### src/rtl/core/bool_expr_infix_to_postfix_core_macros.svh
// Assertion helpers shared by the core's RTL files.
// Both sample on clk and are disabled while rst_n is low.
`ifndef BOOL_EXPR_INFIX_TO_POSTFIX_CORE_MACROS_SVH
`define BOOL_EXPR_INFIX_TO_POSTFIX_CORE_MACROS_SVH

// Condition that must hold at every clock edge out of reset.
`define BEXI2P_ASSERT_ALWAYS(lbl, cond) \
  lbl: assert property (@(posedge clk) disable iff (!rst_n) (cond)) \
    else $error("invariant violated");

// Antecedent implies consequent in the same cycle.
`define BEXI2P_ASSERT_IMPLY(lbl, ante, cons) \
  lbl: assert property (@(posedge clk) disable iff (!rst_n) (ante) |-> (cons)) \
    else $error("implication violated");

`endif

### src/rtl/core/bexi2p_pkg.sv
`default_nettype none

package bexi2p_pkg;

  localparam int STACK_DEPTH = 32;
  localparam int LVL_W       = $clog2(STACK_DEPTH + 1);
  localparam int IDX_W       = $clog2(STACK_DEPTH);

  localparam logic [7:0] CH_OPEN  = 8'h28;
  localparam logic [7:0] CH_CLOSE = 8'h29;
  localparam logic [7:0] CH_AND   = 8'h2A;
  localparam logic [7:0] CH_OR    = 8'h2B;
  localparam logic [7:0] CH_NOT   = 8'h2D;

  typedef enum logic [1:0] {
    OP_OPEN = 2'd0,
    OP_AND  = 2'd1,
    OP_OR   = 2'd2,
    OP_NOT  = 2'd3
  } op_t;

  typedef enum logic [2:0] {
    STS_OK         = 3'd0,
    STS_BAD_CHAR   = 3'd1,
    STS_OVERFLOW   = 3'd2,
    STS_UNMATCHED  = 3'd3,
    STS_UNBALANCED = 3'd4
  } status_t;

  typedef enum logic [1:0] {
    KIND_START   = 2'd0,
    KIND_OPERAND = 2'd1,
    KIND_CLOSE   = 2'd2
  } kind_t;

  typedef enum logic [2:0] {
    CL_OPERAND,
    CL_OPEN,
    CL_OPER,
    CL_CLOSE,
    CL_BAD
  } cls_t;

  typedef enum logic [2:0] {
    S_IDLE,
    S_SHUNT,
    S_MAIN,
    S_CLOSE,
    S_FLUSH,
    S_DONE
  } state_t;

  typedef struct packed {
    logic [7:0] ch;
    logic       expr_end;
  } in_req_t;

  typedef struct packed {
    logic [7:0] sym;
    logic       has_sym;
    logic [2:0] status;
    logic       run_last;
  } out_req_t;

  typedef struct packed {
    logic push;
    logic pop;
    logic clear;
    op_t  code;
  } stk_cmd_t;

  typedef struct packed {
    op_t  top;
    logic above;
    logic full;
  } stk_stat_t;

  function automatic logic [7:0] op_char(input op_t op);
    logic [7:0] c;
    unique case (op)
      OP_AND:  c = CH_AND;
      OP_OR:   c = CH_OR;
      OP_NOT:  c = CH_NOT;
      default: c = CH_OPEN;
    endcase
    return c;
  endfunction

  function automatic logic [1:0] op_prec(input op_t op);
    logic [1:0] p;
    unique case (op)
      OP_AND, OP_NOT: p = 2'd3;
      OP_OR:          p = 2'd2;
      default:        p = 2'd0;
    endcase
    return p;
  endfunction

  function automatic logic is_letter(input logic [7:0] c);
    return (c >= 8'h61 && c <= 8'h7A) || (c >= 8'h41 && c <= 8'h5A);
  endfunction

  function automatic logic is_digit(input logic [7:0] c);
    return c >= 8'h30 && c <= 8'h39;
  endfunction

  function automatic cls_t ch_class(input logic [7:0] c);
    cls_t k;
    if (is_letter(c) || is_digit(c)) begin
      k = CL_OPERAND;
    end else if (c == CH_OPEN) begin
      k = CL_OPEN;
    end else if (c == CH_CLOSE) begin
      k = CL_CLOSE;
    end else if (c == CH_AND || c == CH_OR || c == CH_NOT) begin
      k = CL_OPER;
    end else begin
      k = CL_BAD;
    end
    return k;
  endfunction

  function automatic op_t ch_op(input logic [7:0] c);
    op_t o;
    if (c == CH_AND) begin
      o = OP_AND;
    end else if (c == CH_OR) begin
      o = OP_OR;
    end else begin
      o = OP_NOT;
    end
    return o;
  endfunction

endpackage

`default_nettype wire

### src/rtl/core/bool_expr_infix_to_postfix_core.sv
// Channel  Direction  Payload (bexi2p_pkg)       Handshake
// in_      input      in_req_t  {ch, expr_end}   in_valid / in_stall
// out_     output     out_req_t {sym, has_sym,   out_valid / out_stall
//                                status, run_last}
//
// Sequence: each character passes S_IDLE (accept), S_MAIN (dispatch) and S_DONE
//   (close-out), with extra steps for each operator popped, for an operator or
//   implicit AND push, for the last step of a ')' and for the end flush.
// Reset: rst_n is synchronous, active low; empty the stack, clear prev class.
// Stalls: out_stall holds the sequencer only when a result must move into the
//   output register; in_stall is high while a character is being worked on.
`default_nettype none
`include "bool_expr_infix_to_postfix_core_macros.svh"

module bool_expr_infix_to_postfix_core (
  input  wire                       clk,
  input  wire                       rst_n,
  input  wire                       in_valid,
  output logic                      in_stall,
  input  wire bexi2p_pkg::in_req_t  in_req,
  output logic                      out_valid,
  input  wire                       out_stall,
  output bexi2p_pkg::out_req_t      out_req
);
  import bexi2p_pkg::*;

  state_t     state_r, state_nxt;
  kind_t      prev_r, prev_nxt;
  op_t        op_r, op_nxt;
  logic       and_phase_r, and_phase_nxt;
  logic [7:0] ch_r;
  logic       last_r;
  cls_t       cls_r;

  // One-deep hold for the newest result: it is released only once we know
  // whether another result follows, which settles run_last.
  logic       pend_v_r;
  out_req_t   pend_r;
  logic       out_valid_r;
  out_req_t   out_req_r;

  logic       in_fire;
  logic       need_and;
  logic       gen;
  out_req_t   gen_res;
  out_req_t   move_res;
  logic       move;
  logic       out_free;
  logic       adv;
  logic       pop_any;
  logic       pop_shunt;
  stk_cmd_t   stk_cmd;
  stk_cmd_t   stk_cmd_q;
  stk_stat_t  stk;
  state_t     after_seq;

  assign in_stall  = (state_r != S_IDLE);
  assign in_fire   = in_valid && !in_stall;
  assign out_valid = out_valid_r;
  assign out_req   = out_req_r;

  // Implicit AND before a letter or '(' that follows an operand or ')'.
  assign need_and = (is_letter(in_req.ch) || in_req.ch == CH_OPEN) &&
                    (prev_r == KIND_OPERAND || prev_r == KIND_CLOSE);

  assign pop_any   = stk.above && stk.top != OP_OPEN;
  assign pop_shunt = pop_any && (op_prec(stk.top) >= op_prec(op_r));
  assign after_seq = last_r ? S_FLUSH : S_DONE;

  // A result leaves the hold register when a newer one arrives or at close-out.
  assign out_free = !out_valid_r || !out_stall;
  assign move     = pend_v_r && (gen || state_r == S_DONE);
  assign adv      = !move || out_free;

  // Mark the result that closes out the request.
  always_comb begin
    move_res          = pend_r;
    move_res.run_last = (state_r == S_DONE);
  end

  bexi2p_stack u_stack (
    .clk  (clk),
    .rst_n(rst_n),
    .cmd  (stk_cmd_q),
    .stat (stk)
  );

  // Stack commands take effect only when the sequencer advances.
  always_comb begin
    stk_cmd_q = stk_cmd;
    if (!adv) begin
      stk_cmd_q = '0;
    end
  end

  // Next state.
  always_comb begin
    state_nxt = state_r;
    unique case (state_r)
      S_IDLE: begin
        if (in_valid) begin
          state_nxt = need_and ? S_SHUNT : S_MAIN;
        end
      end
      S_SHUNT: begin
        if (!pop_shunt) begin
          state_nxt = and_phase_r ? S_MAIN : after_seq;
        end
      end
      S_MAIN: begin
        unique case (cls_r)
          CL_OPER:  state_nxt = S_SHUNT;
          CL_CLOSE: state_nxt = S_CLOSE;
          default:  state_nxt = after_seq;
        endcase
      end
      S_CLOSE: begin
        if (!pop_any) begin
          state_nxt = after_seq;
        end
      end
      S_FLUSH: begin
        if (!pop_any) begin
          state_nxt = S_DONE;
        end
      end
      S_DONE:  state_nxt = S_IDLE;
      default: state_nxt = S_IDLE;
    endcase
  end

  // Outputs of the sequencer: result generation, stack commands, side state.
  always_comb begin
    gen           = 1'b0;
    gen_res       = '0;
    stk_cmd       = '0;
    prev_nxt      = prev_r;
    op_nxt        = op_r;
    and_phase_nxt = and_phase_r;
    unique case (state_r)
      S_IDLE: begin
        if (in_valid) begin
          op_nxt        = OP_AND;
          and_phase_nxt = need_and;
        end
      end
      S_SHUNT: begin
        if (pop_shunt) begin
          gen             = 1'b1;
          gen_res.sym     = op_char(stk.top);
          gen_res.has_sym = 1'b1;
          stk_cmd.pop     = 1'b1;
        end else begin
          stk_cmd.push = 1'b1;
          stk_cmd.code = op_r;
          if (stk.full) begin
            gen            = 1'b1;
            gen_res.status = STS_OVERFLOW;
          end
        end
      end
      S_MAIN: begin
        unique case (cls_r)
          CL_OPERAND: begin
            gen             = 1'b1;
            gen_res.sym     = ch_r;
            gen_res.has_sym = 1'b1;
            prev_nxt        = KIND_OPERAND;
          end
          CL_OPEN: begin
            stk_cmd.push = 1'b1;
            stk_cmd.code = OP_OPEN;
            prev_nxt     = KIND_START;
            if (stk.full) begin
              gen            = 1'b1;
              gen_res.status = STS_OVERFLOW;
            end
          end
          CL_OPER: begin
            op_nxt        = ch_op(ch_r);
            and_phase_nxt = 1'b0;
            prev_nxt      = KIND_START;
          end
          CL_CLOSE: begin
            prev_nxt = KIND_CLOSE;
          end
          default: begin
            gen            = 1'b1;
            gen_res.status = STS_BAD_CHAR;
          end
        endcase
      end
      S_CLOSE: begin
        if (pop_any) begin
          gen             = 1'b1;
          gen_res.sym     = op_char(stk.top);
          gen_res.has_sym = 1'b1;
          stk_cmd.pop     = 1'b1;
        end else if (stk.above) begin
          // Drop the matching '('.
          stk_cmd.pop = 1'b1;
        end else begin
          gen            = 1'b1;
          gen_res.status = STS_UNMATCHED;
        end
      end
      S_FLUSH: begin
        if (pop_any) begin
          gen             = 1'b1;
          gen_res.sym     = op_char(stk.top);
          gen_res.has_sym = 1'b1;
          stk_cmd.pop     = 1'b1;
        end else begin
          if (stk.above) begin
            gen            = 1'b1;
            gen_res.status = STS_UNBALANCED;
          end
          stk_cmd.clear = 1'b1;
          prev_nxt      = KIND_START;
        end
      end
      S_DONE: begin
      end
      default: begin
      end
    endcase
  end

  // Control registers.
  always_ff @(posedge clk) begin
    if (!rst_n) begin
      state_r     <= S_IDLE;
      prev_r      <= KIND_START;
      pend_v_r    <= 1'b0;
      out_valid_r <= 1'b0;
    end else begin
      if (adv) begin
        state_r <= state_nxt;
        prev_r  <= prev_nxt;
        if (gen) begin
          pend_v_r <= 1'b1;
        end else if (state_r == S_DONE) begin
          pend_v_r <= 1'b0;
        end
      end
      if (move && adv) begin
        out_valid_r <= 1'b1;
      end else if (!out_stall) begin
        out_valid_r <= 1'b0;
      end
    end
  end

  // Payload registers.
  always_ff @(posedge clk) begin
    if (in_fire) begin
      ch_r   <= in_req.ch;
      last_r <= in_req.expr_end;
      cls_r  <= ch_class(in_req.ch);
    end
    if (adv) begin
      op_r        <= op_nxt;
      and_phase_r <= and_phase_nxt;
      if (gen) begin
        pend_r <= gen_res;
      end
    end
    if (move && adv) begin
      out_req_r <= move_res;
    end
  end

  `BEXI2P_ASSERT_IMPLY(a_idle_nothing_held, state_r == S_IDLE, !pend_v_r)
  `BEXI2P_ASSERT_IMPLY(a_sym_means_ok, out_valid_r && out_req_r.has_sym,
                       out_req_r.status == STS_OK)
  `BEXI2P_ASSERT_IMPLY(a_accept_after_last, in_fire && out_valid_r, out_req_r.run_last)

endmodule

`default_nettype wire

### src/rtl/core/bexi2p_stack.sv
`default_nettype none
`include "bool_expr_infix_to_postfix_core_macros.svh"

module bexi2p_stack (
  input  wire                        clk,
  input  wire                        rst_n,
  input  wire bexi2p_pkg::stk_cmd_t  cmd,
  output bexi2p_pkg::stk_stat_t      stat
);
  import bexi2p_pkg::*;

  // Entry 0 is the '(' sentinel; it is never read, so it is never stored.
  op_t              mem [STACK_DEPTH];
  logic [LVL_W-1:0] level_r;
  logic [LVL_W-1:0] level_nxt;
  op_t              top_r;
  logic             full;
  logic [IDX_W-1:0] below_idx;

  assign full      = (level_r == LVL_W'(STACK_DEPTH));
  assign below_idx = IDX_W'(level_r - LVL_W'(2));

  always_comb begin
    stat.top   = top_r;
    stat.above = (level_r > LVL_W'(1));
    stat.full  = full;
  end

  always_comb begin
    level_nxt = level_r;
    if (cmd.clear) begin
      level_nxt = LVL_W'(1);
    end else if (cmd.pop) begin
      level_nxt = level_r - LVL_W'(1);
    end else if (cmd.push && !full) begin
      level_nxt = level_r + LVL_W'(1);
    end
  end

  // Hold the top entry in a register; reload it from the entry below on a pop.
  always_ff @(posedge clk) begin
    if (!rst_n) begin
      level_r <= LVL_W'(1);
      top_r   <= OP_OPEN;
    end else begin
      level_r <= level_nxt;
      if (cmd.clear) begin
        top_r <= OP_OPEN;
      end else if (cmd.pop) begin
        top_r <= (level_r == LVL_W'(2)) ? OP_OPEN : mem[below_idx];
      end else if (cmd.push && !full) begin
        top_r <= cmd.code;
      end
    end
  end

  always_ff @(posedge clk) begin
    if (cmd.push && !cmd.pop && !cmd.clear && !full) begin
      mem[level_r[IDX_W-1:0]] <= cmd.code;
    end
  end

  `BEXI2P_ASSERT_ALWAYS(a_level_nonzero, level_r != '0)
  `BEXI2P_ASSERT_ALWAYS(a_level_bound, level_r <= LVL_W'(STACK_DEPTH))
  `BEXI2P_ASSERT_IMPLY(a_pop_above_sentinel, cmd.pop, level_r > LVL_W'(1))

endmodule

`default_nettype wire

### config.mk
export PLATFORM = sky130hd
export DESIGN_NAME = bool_expr_infix_to_postfix_core
export DESIGN_NICKNAME = d
export VERILOG_FILES = /design/src/rtl/core/bexi2p_pkg.sv /design/src/rtl/core/bool_expr_infix_to_postfix_core.sv /design/src/rtl/core/bexi2p_stack.sv
export VERILOG_INCLUDE_DIRS = /design/src /design/src/rtl/core
export SDC_FILE = /design/constraint.sdc
export NUM_CORES = 1
export LEC_CHECK = 0
export BUFFER_PORTS_ARGS = -buffer_cell sky130_fd_sc_hd__buf_2
export CORE_MARGIN = 5
export CORE_UTILIZATION = 35
export CTS_BUF_LIST = sky130_fd_sc_hd__clkbuf_8
export DETAILED_ROUTE_END_ITERATION = 7
export HOLD_SLACK_MARGIN = 0.15
export PLACE_DENSITY = 0.62
export SLEW_MARGIN = 20
export SYNTH_ARGS = -nofsm -noshare
export SYNTH_HDL_FRONTEND = slang
export SYNTH_HIERARCHICAL = 1
export SYNTH_SLANG_ARGS = --single-unit
### constraint.sdc
create_clock -name clk -period 6.2 [get_ports clk]
set_clock_uncertainty 0.1 [all_clocks]
set_input_delay 0 -clock clk [delete_from_list [all_inputs] [get_ports clk]]
set_output_delay 0 -clock clk [all_outputs]
set_load 0.01 [all_outputs]
## Yosys cells after proc, flatten, opt, wreduce, memory -nomap -nowiden

Memory sizes are Yosys's and may differ from the RTL's.
Index checks and enable logic that the tools add are counted.

| cells by class | value |
|---|---|
| bitwise gates (word level) | 1 |
| reduce and logical (&&, ||, !) cells | 50 |
| shift-type cells | 0 |
| divide/modulo/power cells | 0 |
| order comparisons | 8 |
| eq/ne operators | 32 |
| multiplexer cells | 67 |
| add/subtract/negate cells | 3 |
| multiply operators | 0 |

Operator list:

| cell | count |
|---|---|
| equality test 8 x 6 -> 1 bit, second input constant | 7 |
| case mux 12 bit (4 select lines) | 1 |
| 2-to-1 mux 2 bit | 15 |
| 2-to-1 mux 3 bit | 8 |
| 2-to-1 mux 1 bit | 23 |
| case mux 2 bit (2 select lines) | 5 |
| 2-to-1 mux 9 bit | 2 |
| >= comparator 8 x 7 -> 1 bit, second input constant | 2 |
| less-or-equal comparator 8 x 7 -> 1 bit, second input constant | 2 |
| case mux 3 bit (5 select lines) | 1 |
| logical AND 1 bit | 13 |
| equality test 3 x 2 -> 1 bit, second input constant | 4 |
| 2-to-1 mux 6 bit | 2 |
| OR reduction 2 bit | 6 |
| equality test 2 bit, second input constant | 5 |
| nonzero test 2 bit | 5 |
| logical OR 1 bit | 9 |
| case mux 3 bit (3 select lines) | 1 |
| >= comparator 8 x 6 -> 1 bit, second input constant | 1 |
| less-or-equal comparator 8 x 6 -> 1 bit, second input constant | 1 |
| != test 2 bit, second input constant | 4 |
| AND reduction 4 bit | 2 |
| zero test 1 bit | 7 |
| 2-to-1 mux 7 bit | 1 |
| other kinds (24) | 34 |

| word-level totals | value |
|---|---|
| register bits | 55 |
| latch bits | 0 |
| memory bits (read-only) | 0 |
| memory bits (writable) | 64 |
| output and inout port bits | 15 |
| memories | 1 |

Memory list:

| memory | words | width | read ports | clocked after Yosys merged registers in | write ports | line | RTL |
|---|---|---|---|---|---|---|---|
| u_stack.mem | 32 | 2 | 1 | 0 | 1 | bexi2p_stack.sv:13 | `op_t mem [STACK_DEPTH];` |

## Logic depth before layout (Yosys ltp)

Gate-level depths: netlist of run 1.

| logic depth | value |
|---|---|
| depth after elaboration | 18 |
| depth in mapped cells | 17 |

## By module

Netlist of run 1, hierarchy kept.

Modules (own cells, without submodules):

| module | cells an instance | times used | area each (um^2) |
|---|---|---|---|
| bexi2p_stack | 242 | 1 | 3289.4 |
| bool_expr_infix_to_postfix_core | 199 | 1 | 2331.0 |

## Worst setup path before layout of run 1

No wires, ideal clock.

| timing | value |
|---|---|
| path type | reg2reg |
| start | reg u_stack.level_r[0] |
| end | mem u_stack/mem[0][0] in the netlist's numbering, data pin |
| required time | 5.523 ns |
| arrival time | 4.083 ns |
| stages on the path, launching flop included | 13 |
| slack | 1.440 ns |
| period minus slack after synthesis | 4.760 ns |
| path buffers | 3 |
| cells stage by stage | dfxtp_1 > buf_6 > buf_4 > inv_1 > ha_1 > nand2_1 > nor2_1 > buf_4 > or2_1 > a32oi_1 > o221a_4 > nor2_4 > nor4b_1 |

RTL lines:

| element | line | RTL |
|---|---|---|
| start: declaration | bexi2p_stack.sv:14 | `logic [LVL_W-1:0] level_r;` |
| start signal: assignment | bexi2p_stack.sv:46 | `level_r <= level_nxt;` |
| end: declaration | bexi2p_stack.sv:13 |  |

==> results.md, run 1 <==
* Pwr Total at ~2.5 mW
* Setup TNS at 0 ns
* YS warnings at 6
* CP Data Arrival Time at 4.22 ns
* Crit Path Max Fanout at 18
* Iteration count of the initial detailed-routing pass at 4
* Die span in y at 137 µm
* Clk buf depth at 2
* Post-DR wirelength/cell at ~16 µm
* CTS buffer count at 17
* Ys flop type: edfxtp_1
* Area contributors post-synth: edfxtp_1 (56%), dfxtp_1 (5.3%), mux2i_1 (4.1%)
* Sequential Area at 3420 µm²
* Gr usage total at 13.3%
* I/O pins at 28
* IO buf count at 27
* Status: completed
* Initial Util at 35.5%
* Drt drc at 0
* Die width at 137 µm
* Area Overhead vs Synth at 16.0%
* Achievable Freq at 238 MHz
* Largest net degree at the start of global routing at 34
* Core Region at 15800 µm²
* Count leader, synth: edfxtp_1
* Hold_ws at 0.213 ns
* Share of layout cells above drive strength 1 at 15.9%
* Pwr Density at 390 nW/µm²
* Diode count at 0
* P_leak at 2.45 nW
* Root buffer cell: clkbuf_8
* #FFs+latches synth at 119
* Max cap viols at 0
* Startpoint types: flop
* RSZ-0062 raised after global routing: no
* Vias at 3589
* CTS hold repair buffers at 14
* Final nets at between 500 and 600
* Worst slew pin tran at 0.771 ns
* Synth area leader: edfxtp_1
* Async set-or-reset flop fraction in the synthesized netlist at 0%
* Min Tclk post-route at 4.20 ns
* # resized after CTS at 0
* Part of the Yosys area used for sequential elements at 60.9%
* CTS clk-pin slew, worst paths at 0.07 ns
* Synth cell types at 69
* Overflow after GRT at 0
* Slew Viols, Final at 0
* DRT iter0 DRCs at 262
* Crit Path Category: reg2reg
* Post-synthesis instance total at 441
* Endpoints failing hold at 0
* Layout Utilization at 41.2%
* Die footprint at approximately 19000 µm²
* Final Setup Violations at 0
* Crit end category: flop
* Synth top area share at 55.6%
* Fillers at 1478
* Insertion delay to the later sink of the worst-skew pair at about 0.43 ns
* Multi-input combinational cell area at 2040 µm²
* Fin crit share at 67.7%
* Number of global-route vias before repair at about 3700
* Vias per inst at 5.00
* Post-synth top cells: edfxtp_1 (104), nor2_1 (49), nand2_1 (25)
* CTS sink count at 119
* Syn_nets at roughly 470
* # Post-CTS Setup Buffers at 0
* Relative max-transition margin at 48.6%
* Post-Syn Area at 5620 µm²
* Initial antenna violation count at 0
* WL final at 11400 µm
* Maximum vdd drop at 0.190 mV
* WP data required at 6.22 ns
* Hold/Removal Path Class: in2reg
* Global placement routability congestion at 0.871
* Post-DRT Antenna Nets at 0
* DP HPWL at 7840 µm
* First-pass GRT wire length at 19100 µm
* Post-synth EDFFs at 104
* CTS tree: yes
* H-tree depth at 4
* Avg Inst Size Synth at roughly 13 µm²
* Rows at 46
## cells in the final DEF (no fill, tap or decap), drive strengths merged, types with 4 or more instances in the layout
cell and instances:
a21oi 19, a221oi 4, a22oi 10, a31oi 5, and2 8, buf 32, bufinv 4, clkbuf 17
clkinv 8, dfxtp 15, dlygate4sd3 14, edfxtp 104, ha 14, inv 21, mux2i 23, mux4 6
nand2 25, nand2b 7, nand3 10, nand3b 4, nor2 50, nor2b 8, nor3 8, o21a 4
o21ai 13, or2 5, or3 8, xnor2 6
## path summary, 6_finish.rpt
| path | start | slack (ns) | end | cells after the start |
|---|---|---|---|---|
| setup reg to reg | u_stack/level_r[1]$_SDFFE_PP0P_ | 2.00 | u_stack/mem[22][1]$_DFFE_PP_ | 13 |
| hold reg to reg | move_res[3]$_DFFE_PP_ | 0.32 | out_req[3]$_DFFE_PP_ | 0 |
| setup / recovery | u_stack/level_r[1]$_SDFFE_PP0P_ | 2.00 | u_stack/mem[22][1]$_DFFE_PP_ | 13 |
| hold / removal | in_req[6] | 0.21 | ch_r[5]$_DFFE_PP_ | 2 |
## per-layer routing
layer | GRT usage, % | part of all wire [%] | vias to the layer above | wire (µm)
met5 | 0 | 0 | - | 0
met1 | 17.0 | 44 | 1724 | 5060
met2 | 20.9 | 48 | 93 | 5530
met3 | 3.93 | 5.7 | 15 | 656
li1 | - | - | 1757 | -
met4 | 5.82 | 1.6 | 0 | 182
## worst max-delay path, stage by stage (launching register included)
cell	delay [ns]
dfxtp_1	0.80
inv_1	0.25
ha_1	0.30
nor2_1	0.10
or3_1	0.24
nand3_1	0.10
a32oi_1	0.31
o221a_4	0.26
nor2_4	0.06
nor2b_1	0.16
o21ai_1	0.16
nor3_1	0.37
nand2_1	0.37
nor2_1	0.30
## registers in the layout, summed over array words and instances (netlist names)
name,flops
u_stack/mem,64
out_req,13
move_res,12
ch_r,8
u_stack/level_r,6
cls_r,3
state_r,3
op_r,2
prev_r,2
u_stack/top_r,2
and_phase_r,1
last_r,1
out_valid,1
pend_v_r,1
## layout make-up
| cell class | instances | area share, % |
|---|---|---|
| clock buffer | 17 | 3.59 |
| clock inverter | 15 | 2.59 |
| inverter | 18 | 1.04 |
| multi-input combinational | 287 | 31.3 |
| sequential | 119 | 52.5 |
| tap | 216 | 4.15 |
| timing repair buffer | 46 | 4.80 |
## report_power, final
part | internal (mW) | total [mW] | switching (mW)
Clock | 0.425 | 0.714 | 0.289
Sequential | 1.04 | 1.15 | 0.113
Combinational | 0.275 | 0.674 | 0.399
Total | 1.74 | 2.54 | 0.801
## cells by family (layout without fill, tap and decap cells)
logic type,after synthesis,in the layout,share of synthesized area (%)
AOI/OAI and AO/OA,81,81,10.5
xor gates and xnor gates,8,8,1.25
adders and majority gates,14,14,3.12
buffers and inverters,35,96,3.03
DFF,119,119,60.9
muxes,31,31,6.90
and+or+nand+nor,153,153,14.3
## stage by stage
step                      cells  instance area, µm²  setup slack [ns]
after global placement      672                5970              2.28
after global routing        718                6520              1.67
after CTS                   718                6520              2.07
final                       718                6520              2.00
after detailed placement    672                5970              2.09
after floorplan             441                5620              1.44
Power figures use the tool's default switching activity.
==> run 2, diff against run 1 <==
clock period = 4.2 ns   (was 6.2 ns; I/O delays follow)
==> run 2 against run 1 <==
Net effect:
- sequential share of layout area about the same
- die area unchanged
- hold slack got worse by 0.011 ns
- worst setup slack got worse by 1.6 ns
- sequential power increased by 44%
- non-clock buffer count increased by 6
- sequential cell count unchanged
- utilization about the same
- final cell count increased by 0.70%
- power increased by 44%
- global-route usage decreased by 0.19 points
- critical path type unchanged
- critical endpoint is now u_stack/mem[0][0]$_DFFE_PP_
==> results.md, run 2 (synthesis gave the netlist of run 1 again) <==
* Placed cells at 678 (was 672)
* Die span in y at 137 µm (unchanged)
* Gr usage total at 13.1% (was 13.3%)
* Endpoints failing hold at 0 (unchanged)
* RSZ-0062 raised after global routing: no (unchanged)
* Clk pwr share at 25.6% (was 28.1%)
* Relative max-transition margin at 60.7% (was 48.6%)
* First-pass GRT wire length at 18600 µm (was 19100 µm)
* Max reg flops at 64 (unchanged)
* Global placement routability congestion at 0.834 (was 0.871)
* Core Region at 15800 µm² (unchanged)
* Design area at 6520 µm² (about the same)
* Hold_sp: in_req[6] (unchanged)
* Startpoint types: flop (unchanged)
* I/O pins at 28 (unchanged)
* Status: completed (unchanged)
* GR Util met2 at 21.4% (was 20.9%)
* Pwr Total at 3.65 mW (was 2.54 mW)
* # resized after CTS at 0 (unchanged)
* Min Tclk post-route at 3.84 ns (was 4.20 ns)
* CTS buffer count at 17 (unchanged)
* CTS sink count at 119 (unchanged)
* Rows at 46 (unchanged)
* R2r startpoint: u_stack/level_r[2]$_SDFFE_PP0P_ (was u_stack/level_r[1]$_SDFFE_PP0P_)
* Hold_ws at 0.202 ns (was 0.213 ns)
* # Post-CTS Setup Buffers at 0 (unchanged)
* Most common cell after layout, fill and taps aside: edfxtp_1 (unchanged)
* H-tree depth at 4 (unchanged)
* Diode count at 0 (unchanged)
* Share of layout cells above drive strength 1 at 17.2% (was 15.9%)
* Post-DR wirelength/cell at 15.7 µm (was 15.9 µm)
* Hold/Removal Path Class: in2reg (unchanged)
* Root buffer cell: clkbuf_8 (unchanged)
* Drt drc at 0 (unchanged)
* Logic pwr share at 28.8% (was 26.5%)
* Clk buf depth at 2 (unchanged)
* CTS tree: yes (unchanged)
* Achievable Freq at 260 MHz (was 238 MHz)
* IO buf count at 27 (unchanged)
* Switching part of the total at 32.6% (was 31.6%)
* Vias per inst at 4.99 (was 5.00)
* Die width at 137 µm (unchanged)
* Insertion delay to the later sink of the worst-skew pair at 0.43 ns (about the same)
* Worst slew pin tran at 0.590 ns (was 0.771 ns)
* GR Util met1 at 16.3% (was 17.0%)
* Most frequent cells in the layout: edfxtp_1 (104), nor2_1 (49), buf_2 (27), nand2_1 (25), mux2i_1 (23) (unchanged)
* Cell internal pwr at 2.46 mW (was 1.74 mW)
* Worst setup path start: u_stack/level_r[2]$_SDFFE_PP0P_ (was u_stack/level_r[1]$_SDFFE_PP0P_)
* Area Overhead vs Synth at 15.9% (was 16.0%)
* Layout Utilization at 41.2% (about the same)
* Initial Util at 35.5% (unchanged)
* Final nets at 522 (was 516)
* WP data required at 4.22 ns (was 6.22 ns)
* Max cap viols at 0 (unchanged)
* Flop pwr share at 45.6% (was 45.4%)
* CTS hold repair buffers at 14 (unchanged)
* Number of global-route vias before repair at 3623 (was 3722)
* DRT iter0 DRCs at 193 (was 262)
* Setup ws final at 0.360 ns (was 2.00 ns)
* Setup TNS at 0 ns (unchanged)
* Iteration count of the initial detailed-routing pass at 4 (unchanged)
* Crit end category: flop (unchanged)
* Gr busiest metal: met2 (unchanged)
* Pwr Density at 560 nW/µm² (was 390 nW/µm²)
* Psw at 1.19 mW (was 0.801 mW)
* Final Setup Violations at 0 (unchanged)
* Crit Path Category: reg2reg (unchanged)
* Slew Viols, Final at 0 (unchanged)
* WL final at 11300 µm (was 11400 µm)
* Crit Path Max Fanout at 11 (was 18)
* Post-DRT Antenna Nets at 0 (unchanged)
* Non-Filler Instances at 723 (was 718)
* DP HPWL at 7680 µm (was 7840 µm)
* P_leak at 2.46 nW (was 2.45 nW)
* CP Data Arrival Time at 3.86 ns (was 4.22 ns)
* Fin crit share at 91.4% (was 67.7%)
* Maximum vdd drop at 0.390 mV (was 0.190 mV)
* Overflow after GRT at 0 (unchanged)
* CTS clk-pin slew, worst paths at 0.07 ns (about the same)
* Vias at 3607 (was 3589)
* Largest net degree at the start of global routing at 34 (unchanged)
* GR Util met3 at 3.71% (was 3.93%)
* Die footprint at 18700 µm² (unchanged)
* Initial antenna violation count at 0 (unchanged)
* DP Area at 6020 µm² (was 5970 µm²)
* Post-placement setup slack at 0.439 ns (was 2.09 ns)
==> run 2: area by class of cell <==
| class | instances | area [µm²] |
|---|---|---|
| Clock inverter | 14 | 121 |
| Fill cell | 1479 | 9310 |
| Multi-Input combinational cell | 287 | 2040 |
| Tap cell | 216 | 270 |
| Sequential cell | 119 | 3420 |
| Clock buffer | 17 | 234 |
| Inverter | 18 | 67.6 |
| Timing Repair Buffer | 52 | 358 |
==> run 2: layer usage <==
metal | vias to the layer above | wire length, µm | part of all wire, %
met4 | 0 | 179 | 1.6
met2 | 80 | 5580 | 49
li1 | 1761 | - | -
met3 | 14 | 486 | 4.3
met5 | - | 0 | 0
met1 | 1752 | 5070 | 45
==> run 2: final timing paths <==
kind	endpoint	slack [ns]	depth (start not counted)
worst min-delay path	ch_r[5]$_DFFE_PP_	0.20	2
worst max register to register	u_stack/mem[0][0]$_DFFE_PP_	0.36	11
worst min register to register	out_req[11]$_DFFE_PP_	0.32	0
worst max-delay path	u_stack/mem[0][0]$_DFFE_PP_	0.36	11
==> run 2: power by group through the flow <==
stage                     registers (mW)  clock network [mW]  logic, mW
after floorplan                     1.64                   0      0.792
after global placement              1.68                   0       1.02
after detailed placement            1.69                   0       1.04
after CTS                           1.66               0.959       1.06
after global routing                1.69                1.01       1.18
final                               1.66               0.935       1.05
==> run 2: critical path, stage by stage, from the launching register on <==
cell     delay, ns
dfxtp_1       0.40
or3_1         0.41
or3_1         0.46
and2b_1       0.25
a31oi_1       0.22
o221a_4       0.25
nor2_4        0.06
nor2b_1       0.15
o21ai_1       0.15
nor3_1        0.37
nand2_1       0.41
nor2_1        0.28
==> run 3, diff against run 2 <==
ABC_AREA = 1   (was not set)
CORE_MARGIN = 2   (was 5)
==> run 3 against run 2 <==
Net effect:
- wire length up 7.4%
- utilization is 0.26 points higher
- count of clock-buffer cells in the layout stayed put
- die area decreased by 6.1%
- worst setup slack improved by 0.17 ns
- sequential share of layout area is 0.91 points lower
- sequential cell count unchanged
- critical endpoint is now state_r[2]$_SDFFE_PN0P_
- largest cell class unchanged
- largest power group unchanged
==> results.md, run 3 <==
* Max reg flops at 64 (unchanged)
* Global placement routability congestion at 0.887 (was 0.834)
* Overflow after GRT at 0 (unchanged)
* Post-synthesis instance total at 607 (was 441)
* Drt drc at 0 (unchanged)
* Ys flop type: edfxtp_1 (unchanged)
* Clk pwr share at 25.0% (was 25.6%)
* Synth Area in Simple Gates at 25.0% (was 14.3%)
* Diode count at 0 (unchanged)
* Rows at 46 (unchanged)
* DP HPWL at 8480 µm (was 7680 µm)
* Status: completed (unchanged)
* Share of layout cells above drive strength 1 at 13.0% (was 17.2%)
* DRT iter0 DRCs at 274 (was 193)
* Endpoints failing hold at 0 (unchanged)
* # Post-CTS Setup Buffers at 0 (unchanged)
* Async set-or-reset flop fraction in the synthesized netlist at 0% (unchanged)
* Min Tclk post-route at 3.67 ns (was 3.84 ns)
* Fillers at 1572 (was 1479)
* WHS Path Cells at 2 (unchanged)
* Final Setup Violations at 0 (unchanged)
* Relative max-transition margin at 32.6% (was 60.7%)
* Reg2reg path depth at 13 (was 11)
* CP Data Arrival Time at 3.95 ns (was 3.86 ns)
* Area contributors post-synth: edfxtp_1 (54%), nand2_1 (9.9%), nand3_1 (5.8%) (was edfxtp_1 (56%), dfxtp_1 (5.3%), mux2i_1 (4.1%))
* Initial Util at 36.1% (was 35.5%)
* CTS hold repair buffers at 15 (was 14)
* Most frequent cells in the layout: nand2_1 (152), edfxtp_1 (104), inv_1 (74), nor2_1 (70), nand3_1 (67) (was edfxtp_1 (104), nor2_1 (49), buf_2 (27), nand2_1 (25), mux2i_1 (23))
* Die footprint at 17600 µm² (was 18700 µm²)
* Pwr Density at 602 nW/µm² (was 560 nW/µm²)
* Crit Path Category: reg2reg (unchanged)
* Area Overhead vs Synth at 14.7% (was 15.9%)
* Setup TNS at 0 ns (unchanged)
* Part of the Yosys area used for sequential elements at 59.2% (was 60.9%)
* Hold/Removal Path Class: in2reg (unchanged)
* # resized after CTS at 0 (unchanged)
* Count leader, synth: nand2_1 (was edfxtp_1)
* Core Region at 16000 µm² (was 15800 µm²)
* XOR/XNOR Fraction of Synth Area at 0.303% (was 1.25%)
* Number of global-route vias before repair at 4237 (was 3623)
* Startpoint types: flop (unchanged)
* Post-Syn Area at 5780 µm² (was 5620 µm²)
* I/O pins at 28 (unchanged)
* Setup ws final at 0.526 ns (was 0.360 ns)
* Logic pwr share at 33.6% (was 28.8%)
* Multiplexer share of the synthesized area at 0% (was 6.90%)
* Syn_nets at 634 (was 468)
* Cell internal pwr at 2.53 mW (was 2.46 mW)
* WP data required at 4.48 ns (was 4.22 ns)
* Avg Inst Size Synth at 9.52 µm² (was 12.7 µm²)
* Post-DR wirelength/cell at 13.8 µm (was 15.7 µm)
* Post-synth top cells: nand2_1 (152), edfxtp_1 (104), inv_1 (72) (was edfxtp_1 (104), nor2_1 (49), nand2_1 (25))
* Synth top area share at 54.0% (was 55.6%)
* Switching part of the total at 36.6% (was 32.6%)
* Largest net degree at the start of global routing at 40 (was 34)
* WL final at 12200 µm (was 11300 µm)
* Clk buf depth at 2 (unchanged)
* Slew Viols, Final at 0 (unchanged)
* Max cap viols at 0 (unchanged)
* Initial antenna violation count at 0 (unchanged)
* Vias at 4282 (was 3607)
* Synth cell types at 37 (was 69)
* Psw at 1.46 mW (was 1.19 mW)
* Compound-gate portion of the synthesized area at 5.17% (was 10.5%)
* Vias per inst at 4.84 (was 4.99)
* Root buffer cell: clkbuf_8 (unchanged)
* P_leak at 2.80 nW (was 2.46 nW)
* First-pass GRT wire length at 20400 µm (was 18600 µm)
* H-tree depth at 4 (unchanged)
* Largest family of logic cells by synthesized area: simple AND/OR/NAND/NOR gates (unchanged)
* Final nets at 683 (was 522)
* Worst slew pin tran at 1.01 ns (was 0.590 ns)
* Insertion delay to the later sink of the worst-skew pair at 0.44 ns (was 0.43 ns)
* DP Area at 6100 µm² (was 6020 µm²)
* Crit Path Max Fanout at 17 (was 11)
* #FFs+latches synth at 119 (unchanged)
* Design area at 6630 µm² (was 6520 µm²)
* Die width at 133 µm (was 137 µm)
* Most common cell after layout, fill and taps aside: nand2_1 (was edfxtp_1)
* Post-DRT Antenna Nets at 0 (unchanged)
* Die span in y at 133 µm (was 137 µm)
* CTS buffer count at 17 (unchanged)
* CTS tree: yes (unchanged)
* YS warnings at 6 (unchanged)
* RSZ-0062 raised after global routing: no (unchanged)
* Flop pwr share at 41.5% (was 45.6%)
* Maximum vdd drop at 0.367 mV (was 0.390 mV)
* CTS clk-pin slew, worst paths at 0.07 ns (about the same)
* IO buf count at 27 (unchanged)
* Post-synth EDFFs at 104 (unchanged)
* Iteration count of the initial detailed-routing pass at 6 (was 4)
* Achievable Freq at 272 MHz (was 260 MHz)
* Adder-cell share of the synthesized area at 3.03% (was 3.12%)
* Post-placement setup slack at 0.646 ns (was 0.439 ns)
* CTS sink count at 119 (unchanged)
* Gr usage total at 14.8% (was 13.1%)
* Crit end category: flop (unchanged)
* Synth area leader: edfxtp_1 (unchanged)
* Fin crit share at 87.5% (was 91.4%)
==> run 3: cell type report <==
class / instances / area (µm²) / area share (%)
flip-flops and latches: 119 / 3420 / 51.7
multi-input cells: 392 / 1940 / 29.2
repair buffers: 47 / 323 / 4.87
inverters: 79 / 299 / 4.51
well taps: 216 / 270 / 4.08
clock buffers: 17 / 234 / 3.53
clock inverters: 14 / 143 / 2.15
==> run 3: worst paths after layout <==
path / from / endpoint / slack, ns
worst min register to register: move_res[5]$_DFFE_PP_ / out_req[5]$_DFFE_PP_ / 0.32
worst max register to register: u_stack/level_r[1]$_SDFFE_PP0P_ / state_r[2]$_SDFFE_PN0P_ / 0.53
worst min-delay path: in_req[6] / ch_r[5]$_DFFE_PP_ / 0.22
worst max-delay path: u_stack/level_r[1]$_SDFFE_PP0P_ / state_r[2]$_SDFFE_PN0P_ / 0.53
==> run 3: per-layer routing <==
layer / wire length (µm) / GRT usage (%) / share of wire, %
met2: 6010 / 25.0 / 49
met1: 5200 / 17.7 / 43
met4: 265 / 6.21 / 2.2
met3: 685 / 4.10 / 5.6
met5: 0 / 0 / 0
==> run 3: power groups by stage <==
stage	clock network, mW	logic, mW	registers (mW)
after global placement	0	1.28	1.68
after CTS	1.02	1.34	1.66
after floorplan	0	0.978	1.66
final	0.996	1.34	1.65
after global routing	1.06	1.53	1.67
after detailed placement	0	1.31	1.68
==> run 3: cell families (layout without fill, tap and decap cells) <==
family                     after synthesis  after routing
AOI/OAI and AO/OA                       53             53
buffers and inverters                   96            157
xor gates and xnor gates                 2              2
DFF                                    119            119
adders and majority gates               14             14
and+or+nand+nor                        323            323
==> run 3: metrics by stage <==
stage,power [mW],util [%],hold WS [ns],cells
2_1_floorplan,2.64,-,-0.00113,607
4_1_cts,4.02,41.4,0.180,884
6_report,3.99,41.4,0.215,884
3_5_place_dp,2.99,38.1,0.0781,838
3_3_place_gp,2.96,38.1,0.0778,838
5_1_grt,4.27,41.4,0.211,884
==> run 3: critical path, cell delays in order, from the launching register on <==
cell	delay [ns]
dfxtp_1	0.34
inv_2	0.06
ha_1	0.24
o21ai_0	0.52
inv_1	0.13
nor2_1	0.31
nand3_2	0.19
nand3_2	0.15
nand3_4	0.19
nand3_1	0.13
nand2_1	0.06
dlygate4sd3_1	0.56
nor2_1	0.08
dlygate4sd3_1	0.54
